--- src/rtl/icmp_echo_reply_rewriter_macros.svh ---
// ============================================================================
// icmp_echo_reply_rewriter_macros.svh
// Assertion macros for the echo reply rewriter; empty when SYNTHESIS is set.
// ============================================================================
`ifndef ICMP_ECHO_REPLY_REWRITER_MACROS_SVH
`define ICMP_ECHO_REPLY_REWRITER_MACROS_SVH
`ifndef SYNTHESIS
`define ICMPR_ASSERT(lbl, clk, rst_n, prop, msg) \
    lbl: assert property (@(posedge clk) disable iff (!rst_n) prop) else $error(msg);
`define ICMPR_ASSERT_NEXT(lbl, clk, rst_n, ante, cons, msg) \
    lbl: assert property (@(posedge clk) disable iff (!rst_n) (ante) |=> (cons)) else $error(msg);
`else
`define ICMPR_ASSERT(lbl, clk, rst_n, prop, msg)
`define ICMPR_ASSERT_NEXT(lbl, clk, rst_n, ante, cons, msg)
`endif
`endif

--- src/rtl/icmpr_pkg.sv ---
// ============================================================================
// icmpr_pkg
// Types, protocol constants and header word positions for the echo rewriter.
// ============================================================================
`default_nettype none

package icmpr_pkg;

    typedef logic [2:0]  t_status;
    typedef logic [2:0]  t_nbytes;
    typedef logic [3:0]  t_ihl;
    typedef logic [15:0] t_half;

    localparam t_status STAT_REPLY     = 3'd0;
    localparam t_status STAT_SHORT     = 3'd1;
    localparam t_status STAT_NOT_IPV4  = 3'd2;
    localparam t_status STAT_NOT_ICMP  = 3'd3;
    localparam t_status STAT_TRUNC     = 3'd4;

    localparam t_nbytes BYTES_NONE = 3'd0;
    localparam t_nbytes BYTES_FULL = 3'd4;

    localparam t_half      ETHERTYPE_IPV4  = 16'h0800;
    localparam logic [7:0] PROTO_ICMP      = 8'd1;
    localparam logic [7:0] ICMP_ECHO_REPLY = 8'd0;
    localparam t_ihl       IHL_MIN         = 4'd5;

    // byte counts
    localparam int unsigned IP_HDR_BASE = 14;
    localparam int unsigned MIN_FRAME   = 34;
    localparam int unsigned MIN_REPLY   = 35;

    // word positions in the frame
    localparam int unsigned W_MAC0   = 0;
    localparam int unsigned W_MAC1   = 1;
    localparam int unsigned W_MAC2   = 2;
    localparam int unsigned W_IHL    = 3;
    localparam int unsigned W_PROTO  = 5;
    localparam int unsigned W_CSUM   = 6;
    localparam int unsigned W_IPADDR = 7;
    localparam int unsigned W_ICMP   = 8;

    // two frame bytes in lanes 0/1 as a network order 16-bit value
    function automatic t_half swap16(input t_half lanes);
        return {lanes[7:0], lanes[15:8]};
    endfunction

endpackage

`default_nettype wire

--- src/rtl/icmp_echo_reply_rewriter.sv ---
// ============================================================================
// icmp_echo_reply_rewriter
// Turns an ICMP echo request frame into an echo reply: MAC and IP addresses
// swapped, IP header checksum rebuilt, ICMP type cleared. Other frames drop
// with one status beat at their end.
//
//   Channel  Dir   Handshake                  Payload
//   in       sink  i_in_valid / o_in_ready    i_in_word, i_in_bytes, i_in_last
//   out      src   o_out_valid / i_out_ready  o_out_word, o_out_bytes,
//                                             o_out_last, o_frame_status
//
// Header beats are written to the header RAM at one per cycle while o_in_ready
// is high. Replay reads each buffered beat from the RAM, then loads it into the
// output register; input is held off during replay. Later beats of a reply pass
// at one per cycle through the output register while it is not stalled.
// Reset is synchronous; the header RAM is not cleared.
// Output backpressure stalls input through o_in_ready.
// ============================================================================
`default_nettype none
`include "icmp_echo_reply_rewriter_macros.svh"

module icmp_echo_reply_rewriter #(
    parameter int HEADER_WORDS = 19
) (
    input  logic                  i_clk,
    input  logic                  i_rst_n,
    input  logic                  i_in_valid,
    output logic                  o_in_ready,
    input  logic [31:0]           i_in_word,
    input  icmpr_pkg::t_nbytes    i_in_bytes,
    input  logic                  i_in_last,
    output logic                  o_out_valid,
    input  logic                  i_out_ready,
    output logic [31:0]           o_out_word,
    output icmpr_pkg::t_nbytes    o_out_bytes,
    output logic                  o_out_last,
    output icmpr_pkg::t_status    o_frame_status
);
    import icmpr_pkg::*;

    localparam int   POS_W   = $clog2(HEADER_WORDS + 1);
    localparam int   ADDR_W  = $clog2(HEADER_WORDS);
    localparam int   TOT_W   = POS_W + 3;
    localparam t_ihl IHL_MAX = t_ihl'(HEADER_WORDS - 4);

    localparam logic [1:0] ST_BUF  = 2'd0;
    localparam logic [1:0] ST_EMIT = 2'd1;
    localparam logic [1:0] ST_PASS = 2'd2;

    logic [31:0]       r_hdr_mem [HEADER_WORDS];

    logic [1:0]        r_state, n_state;
    logic [POS_W-1:0]  r_pos, n_pos;
    t_ihl              r_ihl, n_ihl;
    logic              r_etype_ok, n_etype_ok;
    logic              r_proto_ok, n_proto_ok;
    t_status           r_drop, n_drop;
    logic [POS_W-1:0]  r_emit_cnt, n_emit_cnt;
    logic [POS_W-1:0]  r_emit_idx, n_emit_idx;
    t_nbytes           r_fin_bytes, n_fin_bytes;
    logic              r_fin_last, n_fin_last;
    logic              r_rd_pend, n_rd_pend;
    logic [POS_W-1:0]  r_rd_idx, n_rd_idx;
    logic [31:0]       r_rd_a;
    logic [31:0]       r_rd_b;
    logic              r_out_valid, n_out_valid;
    logic [31:0]       r_out_word, n_out_word;
    t_nbytes           r_out_bytes, n_out_bytes;
    logic              r_out_last, n_out_last;
    t_status           r_out_status, n_out_status;

    logic              in_acc;
    logic              out_free;
    t_nbytes           in_nb;
    t_ihl              ihl_raw;
    t_ihl              ihl_clamped;
    t_ihl              ihl_cur;
    logic              at_ihl;
    logic              etype_ok_cur;
    logic              proto_ok_cur;
    logic [POS_W-1:0]  pos_nx;
    logic              complete;
    logic [TOT_W-1:0]  total;
    logic [TOT_W-1:0]  need_ip;
    logic [TOT_W-1:0]  need;
    t_status           hdr_reason;
    t_status           end_reason;
    logic              emit_go;
    logic [ADDR_W-1:0] addr_a;
    logic [ADDR_W-1:0] addr_b;
    logic [31:0]       reply_word;
    logic              rd_final;
    logic              new_frame;
    logic              csum_en;
    t_half             csum;

    icmpr_csum #(
        .IDX_W (POS_W)
    ) u_csum (
        .i_clk   (i_clk),
        .i_rst_n (i_rst_n),
        .i_clr   (new_frame),
        .i_en    (csum_en),
        .i_idx   (r_pos),
        .i_ihl   (ihl_cur),
        .i_word  (i_in_word),
        .o_sum   (csum)
    );

    assign out_free   = !r_out_valid || i_out_ready;
    assign o_in_ready = ((r_state == ST_BUF) || (r_state == ST_PASS)) && out_free;
    assign in_acc     = i_in_valid && o_in_ready;

    // header field decode
    always_comb begin
        in_nb = BYTES_FULL;
        if (i_in_last && i_in_bytes >= 3'd1 && i_in_bytes <= BYTES_FULL) begin
            in_nb = i_in_bytes;
        end
        ihl_raw     = i_in_word[19:16];
        ihl_clamped = ihl_raw;
        if (ihl_raw < IHL_MIN) begin
            ihl_clamped = IHL_MIN;
        end else if (ihl_raw > IHL_MAX) begin
            ihl_clamped = IHL_MAX;
        end
        at_ihl       = (r_pos == POS_W'(W_IHL));
        ihl_cur      = at_ihl ? ihl_clamped : r_ihl;
        etype_ok_cur = at_ihl ? (swap16(i_in_word[15:0]) == ETHERTYPE_IPV4) : r_etype_ok;
        proto_ok_cur = (r_pos == POS_W'(W_PROTO)) ? (i_in_word[31:24] == PROTO_ICMP)
                                                  : r_proto_ok;
        pos_nx   = r_pos + POS_W'(1);
        complete = (r_pos >= POS_W'(W_IHL)) &&
                   (TOT_W'(pos_nx) == TOT_W'(ihl_cur) + TOT_W'(4));
        total    = TOT_W'({r_pos, 2'b00}) + TOT_W'(in_nb);
        need_ip  = TOT_W'({ihl_cur, 2'b00}) + TOT_W'(IP_HDR_BASE);
        need     = (need_ip < TOT_W'(MIN_REPLY)) ? TOT_W'(MIN_REPLY) : need_ip;

        if (!etype_ok_cur) begin
            hdr_reason = STAT_NOT_IPV4;
        end else if (!proto_ok_cur) begin
            hdr_reason = STAT_NOT_ICMP;
        end else begin
            hdr_reason = STAT_REPLY;
        end
        if (total < TOT_W'(MIN_FRAME)) begin
            end_reason = STAT_SHORT;
        end else if (hdr_reason == STAT_REPLY) begin
            end_reason = STAT_TRUNC;
        end else begin
            end_reason = hdr_reason;
        end
    end

    // header replay: read addresses and rewrite
    always_comb begin
        emit_go = (r_state == ST_EMIT) && (r_emit_idx != r_emit_cnt) && !r_rd_pend &&
                  out_free;
        addr_a = r_emit_idx[ADDR_W-1:0];
        addr_b = r_emit_idx[ADDR_W-1:0];
        case (r_emit_idx)
            POS_W'(W_MAC0): begin
                addr_a = ADDR_W'(W_MAC1);
                addr_b = ADDR_W'(W_MAC2);
            end
            POS_W'(W_MAC1): begin
                addr_a = ADDR_W'(W_MAC2);
                addr_b = ADDR_W'(W_MAC0);
            end
            POS_W'(W_MAC2): begin
                addr_a = ADDR_W'(W_MAC0);
                addr_b = ADDR_W'(W_MAC1);
            end
            POS_W'(W_CSUM): begin
                addr_a = ADDR_W'(W_IPADDR);
            end
            POS_W'(W_IPADDR): begin
                addr_a = ADDR_W'(W_ICMP);
                addr_b = ADDR_W'(W_CSUM);
            end
            POS_W'(W_ICMP): begin
                addr_a = ADDR_W'(W_IPADDR);
                addr_b = ADDR_W'(W_ICMP);
            end
            default: begin
            end
        endcase

        case (r_rd_idx)
            POS_W'(W_MAC0), POS_W'(W_MAC1), POS_W'(W_MAC2): begin
                reply_word = {r_rd_b[15:0], r_rd_a[31:16]};
            end
            POS_W'(W_CSUM): begin
                reply_word = {r_rd_a[31:16], swap16(~csum)};
            end
            POS_W'(W_IPADDR): begin
                reply_word = {r_rd_b[31:16], r_rd_a[15:0]};
            end
            POS_W'(W_ICMP): begin
                reply_word = {r_rd_b[31:24], ICMP_ECHO_REPLY, r_rd_a[15:0]};
            end
            default: begin
                reply_word = r_rd_a;
            end
        endcase
        rd_final = (r_rd_idx == r_emit_cnt - POS_W'(1));
    end

    // sequencer
    always_comb begin
        n_state      = r_state;
        n_pos        = r_pos;
        n_ihl        = r_ihl;
        n_etype_ok   = r_etype_ok;
        n_proto_ok   = r_proto_ok;
        n_drop       = r_drop;
        n_emit_cnt   = r_emit_cnt;
        n_emit_idx   = r_emit_idx;
        n_fin_bytes  = r_fin_bytes;
        n_fin_last   = r_fin_last;
        n_rd_pend    = r_rd_pend;
        n_rd_idx     = r_rd_idx;
        n_out_valid  = r_out_valid && !i_out_ready;
        n_out_word   = r_out_word;
        n_out_bytes  = r_out_bytes;
        n_out_last   = r_out_last;
        n_out_status = r_out_status;
        new_frame    = 1'b0;
        csum_en      = 1'b0;

        case (r_state)
            ST_BUF: begin
                if (in_acc) begin
                    csum_en    = 1'b1;
                    n_pos      = pos_nx;
                    n_ihl      = ihl_cur;
                    n_etype_ok = etype_ok_cur;
                    n_proto_ok = proto_ok_cur;
                    if (i_in_last && (!complete || total < need)) begin
                        n_out_valid  = 1'b1;
                        n_out_word   = '0;
                        n_out_bytes  = BYTES_NONE;
                        n_out_last   = 1'b1;
                        n_out_status = end_reason;
                        new_frame    = 1'b1;
                    end else if (complete) begin
                        if (hdr_reason != STAT_REPLY) begin
                            if (i_in_last) begin
                                n_out_valid  = 1'b1;
                                n_out_word   = '0;
                                n_out_bytes  = BYTES_NONE;
                                n_out_last   = 1'b1;
                                n_out_status = hdr_reason;
                                new_frame    = 1'b1;
                            end else begin
                                n_drop  = hdr_reason;
                                n_state = ST_PASS;
                            end
                        end else begin
                            n_state     = ST_EMIT;
                            n_emit_cnt  = pos_nx;
                            n_emit_idx  = '0;
                            n_fin_bytes = in_nb;
                            n_fin_last  = i_in_last;
                        end
                    end
                end
            end
            ST_PASS: begin
                if (in_acc) begin
                    if (r_drop != STAT_REPLY) begin
                        if (i_in_last) begin
                            n_out_valid  = 1'b1;
                            n_out_word   = '0;
                            n_out_bytes  = BYTES_NONE;
                            n_out_last   = 1'b1;
                            n_out_status = r_drop;
                            new_frame    = 1'b1;
                        end
                    end else begin
                        n_out_valid  = 1'b1;
                        n_out_word   = i_in_word;
                        n_out_bytes  = in_nb;
                        n_out_last   = i_in_last;
                        n_out_status = STAT_REPLY;
                        new_frame    = i_in_last;
                    end
                end
            end
            ST_EMIT: begin
                if (emit_go) begin
                    n_rd_pend  = 1'b1;
                    n_rd_idx   = r_emit_idx;
                    n_emit_idx = r_emit_idx + POS_W'(1);
                end
                if (r_rd_pend) begin
                    n_rd_pend    = 1'b0;
                    n_out_valid  = 1'b1;
                    n_out_word   = reply_word;
                    n_out_bytes  = rd_final ? r_fin_bytes : BYTES_FULL;
                    n_out_last   = rd_final && r_fin_last;
                    n_out_status = STAT_REPLY;
                    if (rd_final) begin
                        if (r_fin_last) begin
                            new_frame = 1'b1;
                        end else begin
                            n_state = ST_PASS;
                        end
                    end
                end
            end
            default: begin
                n_state = ST_BUF;
            end
        endcase

        if (new_frame) begin
            n_state = ST_BUF;
            n_pos   = '0;
            n_drop  = STAT_REPLY;
        end
    end

    // header RAM: one write port, two registered read ports
    always_ff @(posedge i_clk) begin
        if ((r_state == ST_BUF) && in_acc) begin
            r_hdr_mem[r_pos[ADDR_W-1:0]] <= i_in_word;
        end
        if (emit_go) begin
            r_rd_a <= r_hdr_mem[addr_a];
            r_rd_b <= r_hdr_mem[addr_b];
        end
    end

    always_ff @(posedge i_clk) begin
        if (!i_rst_n) begin
            r_state     <= ST_BUF;
            r_pos       <= '0;
            r_ihl       <= '0;
            r_etype_ok  <= 1'b0;
            r_proto_ok  <= 1'b0;
            r_drop      <= STAT_REPLY;
            r_emit_cnt  <= '0;
            r_emit_idx  <= '0;
            r_fin_bytes <= BYTES_FULL;
            r_fin_last  <= 1'b0;
            r_rd_pend   <= 1'b0;
            r_rd_idx    <= '0;
            r_out_valid <= 1'b0;
        end else begin
            r_state     <= n_state;
            r_pos       <= n_pos;
            r_ihl       <= n_ihl;
            r_etype_ok  <= n_etype_ok;
            r_proto_ok  <= n_proto_ok;
            r_drop      <= n_drop;
            r_emit_cnt  <= n_emit_cnt;
            r_emit_idx  <= n_emit_idx;
            r_fin_bytes <= n_fin_bytes;
            r_fin_last  <= n_fin_last;
            r_rd_pend   <= n_rd_pend;
            r_rd_idx    <= n_rd_idx;
            r_out_valid <= n_out_valid;
        end
    end

    always_ff @(posedge i_clk) begin
        r_out_word   <= n_out_word;
        r_out_bytes  <= n_out_bytes;
        r_out_last   <= n_out_last;
        r_out_status <= n_out_status;
    end

    assign o_out_valid    = r_out_valid;
    assign o_out_word     = r_out_word;
    assign o_out_bytes    = r_out_bytes;
    assign o_out_last     = r_out_last;
    assign o_frame_status = r_out_status;

    `ICMPR_ASSERT(a_rd_slot_free, i_clk, i_rst_n, r_rd_pend |-> !r_out_valid, "RAM data lands on a full output register")
    `ICMPR_ASSERT_NEXT(a_rd_lands, i_clk, i_rst_n, r_rd_pend, o_out_valid, "RAM read did not reach the output")
    `ICMPR_ASSERT(a_status_beat, i_clk, i_rst_n, (o_out_valid && (o_frame_status != STAT_REPLY)) |-> (o_out_last && (o_out_bytes == BYTES_NONE)), "drop status beat is not a final empty beat")
    `ICMPR_ASSERT(a_pos_bound, i_clk, i_rst_n, (r_state == ST_BUF) |-> (r_pos < POS_W'(HEADER_WORDS)), "header position past the buffer")
    `ICMPR_ASSERT(a_emit_bound, i_clk, i_rst_n, (r_state == ST_EMIT) |-> (r_emit_idx <= r_emit_cnt), "replay index past the buffered count")

endmodule

`default_nettype wire

--- src/rtl/icmpr_csum.sv ---
// ============================================================================
// icmpr_csum
// IP header ones-complement sum, built one header beat at a time.
// ============================================================================
`default_nettype none

module icmpr_csum #(
    parameter int IDX_W = 5
) (
    input  logic                 i_clk,
    input  logic                 i_rst_n,
    input  logic                 i_clr,
    input  logic                 i_en,
    input  logic [IDX_W-1:0]     i_idx,
    input  icmpr_pkg::t_ihl      i_ihl,
    input  logic [31:0]          i_word,
    output icmpr_pkg::t_half     o_sum
);
    import icmpr_pkg::*;

    logic [15:0] r_acc;
    logic [15:0] n_acc;
    logic [4:0]  idx;
    logic [4:0]  lo_end;
    logic [4:0]  hi_end;
    logic        add_hi;
    logic        add_lo;
    t_half       hi;
    t_half       lo;
    logic [17:0] sum;
    logic [16:0] f1;
    logic [15:0] f2;

    always_comb begin
        idx    = 5'(i_idx);
        lo_end = 5'(i_ihl) + 5'(W_IHL);
        hi_end = lo_end - 5'd1;
        add_hi = (idx == 5'(W_IHL)) || (idx > 5'(W_IHL) && idx <= hi_end);
        // checksum field itself counts as zero
        add_lo = (idx > 5'(W_IHL)) && (idx <= lo_end) && (idx != 5'(W_CSUM));
        hi     = add_hi ? swap16(i_word[31:16]) : '0;
        lo     = add_lo ? swap16(i_word[15:0]) : '0;
        sum    = 18'(r_acc) + 18'(hi) + 18'(lo);
        f1     = 17'(sum[15:0]) + 17'(sum[17:16]);
        f2     = f1[15:0] + 16'(f1[16]);
        n_acc  = r_acc;
        if (i_clr) begin
            n_acc = '0;
        end else if (i_en) begin
            n_acc = f2;
        end
    end

    always_ff @(posedge i_clk) begin
        if (!i_rst_n) begin
            r_acc <= '0;
        end else begin
            r_acc <= n_acc;
        end
    end

    assign o_sum = r_acc;

endmodule

`default_nettype wire

--- config.mk ---
export PLATFORM = sky130hd
export DESIGN_NAME = icmp_echo_reply_rewriter
export DESIGN_NICKNAME = d
export VERILOG_FILES = /design/src/rtl/icmpr_pkg.sv /design/src/rtl/icmp_echo_reply_rewriter.sv /design/src/rtl/icmpr_csum.sv
export VERILOG_INCLUDE_DIRS = /design/src /design/src/rtl
export SDC_FILE = /design/constraint.sdc
export NUM_CORES = 1
export LEC_CHECK = 0
export BUFFER_PORTS_ARGS = -buffer_cell sky130_fd_sc_hd__buf_2
export CAP_MARGIN = 25
export CORE_UTILIZATION = 35
export CTS_CLUSTER_DIAMETER = 200
export DETAILED_ROUTE_END_ITERATION = 10
export GPL_ROUTABILITY_DRIVEN = 0
export PLACE_DENSITY = 0.62
export SLEW_MARGIN = 30
export SYNTH_ARGS = -nofsm -noshare
export SYNTH_HDL_FRONTEND = slang
export SYNTH_SLANG_ARGS = --single-unit
--- constraint.sdc ---
create_clock -name i_clk -period 16.2 [get_ports i_clk]
set_clock_uncertainty 0.15 [all_clocks]
set_input_delay 4.05 -clock i_clk [delete_from_list [all_inputs] [get_ports i_clk]]
set_output_delay 4.05 -clock i_clk [all_outputs]
set_load 0.005 [all_outputs]
==> results of run 1 <==
==> power groups by stage <==
stage | registers (mW) | logic, mW | clock network, mW
CTS | 2.18 | 0.136 | 1.77
detailed placement | 2.23 | 0.136 | 0
finish | 2.18 | 0.138 | 1.74
global route | 2.19 | 0.148 | 1.84
global placement | 2.23 | 0.135 | 0
floorplan | 2.22 | 0.0632 | 0
==> cell type report <==
type                            count  area share (%)
Clock inverter                     42           0.720
Inverter                           35           0.301
Antenna cell                        1         0.00574
Multi-Input combinational cell   2118            36.4
Sequential cell                   763            51.4
Clock buffer                       99            4.80
Tap cell                         1488            4.27
Timing Repair Buffer              146            2.17
==> path summary, 6_finish.rpt <==
check | from | slack [ps] | to | cells after the start
setup / recovery | i_in_word[18] | 1760 | u_csum.o_sum[13] | 52
hold / removal | r_fin_bytes[2] | 320 | r_fin_bytes[2] | 2
setup reg to reg | r_pos[1] | 3990 | u_csum.o_sum[13] | 51
hold reg to reg | r_fin_bytes[2] | 320 | r_fin_bytes[2] | 2
==> state kept, by name, summed over array words and instances, names as in the netlist, 4 cells and up <==
| name | count |
|---|---|
| o_out_word | 32 |
| r_emit_cnt | 5 |
| r_emit_idx | 5 |
| r_hdr_mem | 608 |
| r_ihl | 4 |
| r_pos | 5 |
| r_rd_a | 32 |
| r_rd_b | 32 |
| r_rd_idx | 5 |
| u_csum.o_sum | 16 |
==> cells in the final DEF (no fill, tap or decap), types with 23 or more instances in the layout <==
master     instances
nand3_1           60
dfxtp_1           49
xnor2_1           46
mux4_2            64
and2_1           168
a211oi_1         136
o21ai_0          166
nor2b_1           25
nand2_1          406
a21oi_1           63
clkbuf_16         81
inv_1             31
xor2_1            23
edfxtp_1         711
buf_4             62
o211ai_1          36
mux2_2            32
nor2_1            75
mux2i_1          300
a311oi_1         132
buf_2             80
ha_1              68
==> worst max-delay path: cells and delay by family <==
family	cells	cell delay (ps)
simple gates	16	3000
fa+ha+maj	7	2080
buf+inv	6	860
mux	1	330
compound gates	19	4100
xor+xnor	3	380
==> cells by family after synthesis <==
logic type / synth area share, %
AND/OR/NAND/NOR: 10.7
adder cells (fa/ha/maj): 2.36
XOR/XNOR: 1.63
multiplexers: 12.4
buffers and inverters: 2.68
AO/OA/AOI/OAI: 12.9
flip-flops: 57.3
==> routing by layer <==
metal | up-vias | track usage [%]
met4 | 8 | 9.39
met5 | - | 0
met3 | 235 | 4.20
met2 | 1194 | 32.6
li1 | 12100 | -
met1 | 13800 | 28.7
==> metrics by stage <==
step                      instance area [um2]  hold slack, ps  setup slack [ps]
after floorplan                         39100             282              3010
after global placement                  41200             297              1310
after detailed placement                41200             301              1300
after CTS                               43600             319              1920
after global routing                    43600             358               861
final                                   43600             315              1760
==> PnR_summary.wiki, run 1 <==
{| class="wikitable"
! Metric !! Value
|-
| Max-slew headroom || 30.0%
|-
| Share of total power in combinational logic || roughly 3.4%
|-
| Clk sink count || 763
|-
| Violation count after the first detailed-route iteration || 3141
|-
| Fin crit period || 14440 ps
|-
| Insertion delay to the later sink of the worst-skew pair || 650 ps
|-
| Clock tree from TritonCTS || yes
|-
| Number of max-slew violations in the final report || 0
|-
| Cell variety after synth || 90
|-
| Final hold violations || 0
|-
| Area delta synth->final || 11.6%
|-
| Number of fill cells in the layout || 10300
|-
| Initial Util || a little over a third
|-
| Synth top area cells || edfxtp_1 (55%), mux2i_1 (7.7%), nand2_1 (3.9%)
|-
| Fraction of the yosys area taken by sequential cells || 57.3%
|-
| Drc violations || 0
|-
| Remaining Overflow, GRT || 0
|-
| Switching power total || just under 0.9 mW
|-
| Internal power of the cells || approximately 3.2 mW
|-
| Total Negative Setup Slacks || 0 ps
|-
| Io pins || 81
|-
| Average cell area after synthesis || 12.4 um2
|-
| Maximum clock insertion buffer count || 3
|-
| Final setup vio count || 0
|-
| Sw frac || 21.5%
|-
| X dimension of the die || 336 um
|-
| Total routed wirelength || 121 mm
|-
| Number of core rows || 122
|-
| Total of warnings raised by yosys || 0
|-
| Detail-routed via count per cell || 5.83
|-
| Clock buffer count from CTS || 80
|-
| Number of enable flip-flop cells after synthesis || 711
|-
| H-tree levels || 3
|-
| Sort of element at the end of the critical path || flip-flop
|-
| Maximum number of pins on one net before global-route repair || 178
|-
| Highest achievable clock rate || 69.3 MHz
|-
| Path type of the worst setup path || in -> reg
|-
| Cell taking the most area after synthesis || edfxtp_1
|-
| Async SR Flop Fraction || 0%
|-
| Post-route clock period utilization || between 80 and 90%
|-
| Outcome || finished clean
|-
| Number of instances in the synthesized netlist || 3144
|-
| First-pass GRT wire length || 176 mm
|-
| Crit path max-delay cell type || a31oi_1
|-
| Nets@finish || 3255
|-
| Root Driver || clkbuf_16
|-
| Overall via count from detail_route || ~27000
|-
| Post-DR wirelength/cell || 25.8 um
|-
| Post-Synthesis Cell Area || 39100 um2
|-
| Req. time, crit path || 16620 ps
|-
| Hold crit path type || reg -> reg
|-
| Area of the die || 113000 um2
|-
| Cell type with the highest occurrence count on the critical path || a21oi_1
|-
| Clock network power share || between 40% and 50%
|-
| Worst-margin pin slew || around 1100 ps
|-
| Reported leakage power || about 14 nW
|-
| Critical Path Fanout Max || 25
|-
| Setup repair after global routing missed its margin || false
|-
| Hold_buf cts || 0
|-
| HPWL Detailed || 73.1 mm
|-
| Total nets after synthesis || 3255
|-
| Share of power burned in registers || 53.7%
|-
| Core area || 111000 um2
|-
| Met1 wire length || 51.4 mm
|-
| Fin cells || 4692
|-
| Number of antenna violations at the first check in global routing || 8
|-
| Util after Layout || 39.4%
|-
| Wire length on met2 || 53.7 mm
|-
| Post CTS Setup Buffer Count || 0
|-
| Clock slew at reported path FFs || roughly 60 ps
|-
| Router iterations before antenna repair || 6
|-
| Startpoint type of the worst setup path || input port
|-
| Area share of the largest cell type after synthesis || 54.6%
|-
| Overall die height || 336 um
|-
| Highest metal layer with signal wires || met5
|-
| Global-route usage over all layers || about a fifth
|-
| Seq cells post-synth || 763
|-
| Most common cell in the netlist || edfxtp_1
|-
| Synth top cells by count || edfxtp_1 (711), nand2_1 (407), mux2i_1 (300)
|-
| Data arrival, critical path || ~15000 ps
|-
| Prevailing post-synth register cell || edfxtp_1
|-
| Total chip power || 4.06 mW
|-
| Port buffer count || 80
|-
| Wire length on met3 || 10.7 mm
|-
| Quantity of gates resized following cts || 0
|-
| Power density cells || 93.2 nW/um2
|-
| Total area of multi-input combinational cells || 15900 um2
|-
| Ratio of cells with drive above 1 in the final layout || 12.6%
|-
| Peak ir drop on the vdd network || 64.9 uV
|-
| Max-capacitance violation count || 0
|-
| Routed Antenna Nets || 0
|-
| Sequential cell area in the final layout || 22400 um2
|-
| Placed Cells incl. Taps || 4550
|-
| Critical path's largest stage delay || 590 ps
|-
| Via count of the first global-routing pass || between 20000 and 30000
|}
Note: power is estimated with default switching activity, not from simulation.
==> run 2, diff against run 1 <==
ABC_AREA = 1   (was not set)
CTS_BUF_LIST = sky130_fd_sc_hd__clkbuf_4   (was not set)
MAX_ROUTING_LAYER = met4   (was not set)
==> run 2 against run 1 <==
  * Clock-buffer cell count grew 194
  * Final cell count up 29%
  * Worst hold slack got worse by 5.9 ps
  * Synthesized cell count is 38% higher
  * Wire length grew 11%
  * Sequential share of layout area decreased by 1.1 points
  * Critical path type unchanged
  * Critical endpoint is now u_csum.o_sum[12]
  * Highest routed layer is now met4
==> PnR_summary.wiki, run 2 <==
{| class="wikitable"
! Metric !! Value
|-
| Highest achievable clock rate || 74.2 MHz
|-
| Most frequent cells in the layout || nand2_1 (867), edfxtp_1 (711), o21ai_0 (415), inv_1 (412), nor2_1 (383)
|-
| Final setup vio count || 0
|-
| Nets@finish || 4531
|-
| Detail-routed via count per cell || 5.62
|-
| Clock buffer count from CTS || 198
|-
| Post-route clock period utilization || 83.2%
|-
| Critical Path Fanout Max || 22
|-
| Fraction of the yosys area taken by sequential cells || 55.7%
|-
| Area share of the largest cell type after synthesis || 53.1%
|-
| Maximum clock insertion buffer count || 3
|-
| First-pass GRT wire length || 199 mm
|-
| Number of instances in the synthesized netlist || 4350
|-
| HPWL Detailed || 76.4 mm
|-
| Reported leakage power || roughly 17 nW
|-
| Clock tree from TritonCTS || yes
|-
| Share of power burned in registers || 52.8%
|-
| Number of max-slew violations in the final report || 0
|-
| Io pins || 81
|-
| Async SR Flop Fraction || 0%
|-
| Clock network power share || 40.1%
|-
| Most common cell in the netlist || nand2_1
|-
| Hold_buf cts || 0
|-
| Router iterations before antenna repair || 7
|-
| Area of the die || 116000 um2
|-
| Cell variety after synth || 51
|-
| Number of antenna violations at the first check in global routing || 13
|-
| Total of warnings raised by yosys || 0
|-
| Max-slew headroom || 33.1%
|-
| H-tree levels || 4
|-
| Initial Util || 35.5%
|-
| Clk sink count || around 760
|-
| Remaining Overflow, GRT || 0
|-
| Post CTS Setup Buffer Count || 0
|-
| Port buffer count || 80
|-
| Sort of element at the end of the critical path || flip-flop
|-
| Overall via count from detail_route || approximately 34000
|-
| Max-capacitance violation count || 0
|-
| Final hold violations || 0
|-
| Critical path's largest stage delay || 660 ps
|-
| Synth top area cells || edfxtp_1 (53%), nand2_1 (8.1%), o21ai_0 (5.2%)
|-
| Worst-margin pin slew || 1000 ps
|-
| Number of fill cells in the layout || 11100
|-
| Clock slew at reported path FFs || 60 ps
|-
| Switching power total || roughly 1.1 mW
|-
| Xor/xnor cell area share of the yosys netlist || 0.741%
|-
| Peak ir drop on the vdd network || 63.1 uV
|-
| Adder-cell area share of the yosys netlist || 2.27%
|-
| Startpoint type of the worst setup path || input port
|-
| Area delta synth->final || 10.8%
|-
| Overall die height || about 340 um
|-
| Setup repair after global routing missed its margin || false
|-
| Buf/Inv on CP || 8
|-
| Cell type with the highest occurrence count on the critical path || nand2_1
|-
| Path type of the worst setup path || in -> reg
|-
| Simple-Gate Fraction of Synth Area || roughly 17%
|-
| Req. time, crit path || 17080 ps
|-
| Core area || 113000 um2
|-
| Total chip power || between 4 and 5 mW
|-
| Cell taking the most area after synthesis || edfxtp_1
|-
| Main combinational cell family by area after synthesis || compound AO/OA/AOI/OAI gates
|-
| Drc violations || 0
|-
| Seq cells post-synth || 763
|-
| Outcome || finished clean
|-
| Total routed wirelength || 134 mm
|-
| Compound-cell area share of the yosys netlist || 17.5%
|-
| Quantity of gates resized following cts || 0
|-
| Post-Synthesis Cell Area || 40200 um2
|-
| Crit path max-delay cell type || a21oi_1
|-
| Ratio of cells with drive above 1 in the final layout || 12.0%
|-
| Fin crit period || 13470 ps
|-
| Violation count after the first detailed-route iteration || 3797
|-
| Number of core rows || ~120
|-
| X dimension of the die || 341 um
|-
| Share of total power in combinational logic || 7.0%
|-
| Flip-flop count of the largest register after layout || 608
|-
| Root Driver || clkbuf_4
|-
| Via count of the first global-routing pass || 32400
|-
| Global-route usage over all layers || between 20% and 30%
|-
| Cell family contributing the most delay on the critical path || simple AND/OR/NAND/NOR gates
|-
| Maximum number of pins on one net before global-route repair || 208
|-
| Routed Antenna Nets || 0
|-
| Hold crit path type || reg -> reg
|-
| Average cell area after synthesis || 9.24 um2
|-
| Power density cells || approximately 94 nW/um2
|-
| Leading cell type in the layout, fill and taps excluded || nand2_1
|-
| Synth top cells by count || nand2_1 (867), edfxtp_1 (711), inv_1 (415), o21ai_0 (415), nor2_1 (402)
|-
| Data arrival, critical path || 14350 ps
|-
| Prevailing post-synth register cell || edfxtp_1
|-
| Insertion delay to the later sink of the worst-skew pair || about 1100 ps
|-
| Internal power of the cells || just over 3 mW
|-
| Portion of netlist area occupied by mux cells || 0%
|-
| Sw frac || around a quarter
|-
| Number of enable flip-flop cells after synthesis || 711
|-
| Total nets after synthesis || between 4000 and 5000
|-
| Post-DR wirelength/cell || 22.1 um
|-
| Total Negative Setup Slacks || 0 ps
|}
[run 2: changes by cell type after synthesis, moves of 174 or more]
cell	change
o21ai_0	+249
nand3_1	+202
and2_1	-174
nor2_1	+314
a21oi_1	+179
o211ai_1	+182
inv_1	+382
mux2i_1	-300
nand2_1	+460
[run 2: worst paths after layout]
path                       from               end  slack, ps  cells past startpoint
hold reg to reg        r_ihl[2]          r_ihl[2]        310                      2
setup / recovery  i_in_word[16]  u_csum.o_sum[12]       2730                     65
hold / removal         r_ihl[2]          r_ihl[2]        310                      2
setup reg to reg       r_pos[1]  u_csum.o_sum[12]       5360                     61
[run 2: kinds of logic after synthesis]
| logic type | after synthesis |
|---|---|
| AND/OR/NAND/NOR | 1625 |
| AO/OA/AOI/OAI | 1142 |
| flip-flops | 763 |
| buffers and inverters | 715 |
| adder cells (fa/ha/maj) | 71 |
| XOR/XNOR | 34 |
[run 2: power groups by stage]
stage               registers (mW)  logic [mW]  clock network, mW
finish                        2.20       0.293               1.67
CTS                           2.20       0.288               1.70
global route                  2.20       0.325               1.80
floorplan                     2.23       0.172                  0
global placement              2.24       0.285                  0
detailed placement            2.24       0.287                  0
[run 2: per-layer routing]
layer  vias to the layer above  part of all wire (%)  GRT usage, %
met1                     16100                    40          29.5
met4                         0                   3.8          10.4
li1                      15700                     -             -
met3                       372                    10          4.41
met5                         -                     0             -
met2                      1879                    46          36.8
[run 2: final cells by class]
| type | instances | area, um2 | area share [%] |
|---|---|---|---|
| flip-flops and latches | 763 | 22400 | 50.3 |
| well taps | 1500 | 1880 | 4.21 |
| inverters | 430 | 1640 | 3.69 |
| repair buffers | 155 | 988 | 2.22 |
| multi-input cells | 2872 | 15100 | 34.0 |
| clock buffers | 293 | 2200 | 4.94 |
| clock inverters | 42 | 270 | 0.607 |
| diodes | 6 | 15.0 | 0.0337 |
[run 2: metrics by stage]
step	instance area, um2	utilization (%)	setup WS [ps]	instances	hold slack (ps)
after detailed placement	42100	37.2	1790	5720	300
after global placement	42100	37.2	2030	5720	296
after CTS	44500	39.4	2950	6055	310
after global routing	44500	39.4	1470	6060	340
final	44500	39.4	2730	6061	309
after floorplan	40200	-	3550	4350	284
[run 2: worst register-to-register path: cells and delay by family (launching register included)]
kind / cells / cell delay, ps
AOI/OAI and AO/OA: 15 / 2910
xor gates and xnor gates: 3 / 460
adders and majority gates: 9 / 2580
buffers and inverters: 7 / 540
DFF: 1 / 530
and+or+nand+nor: 27 / 3600
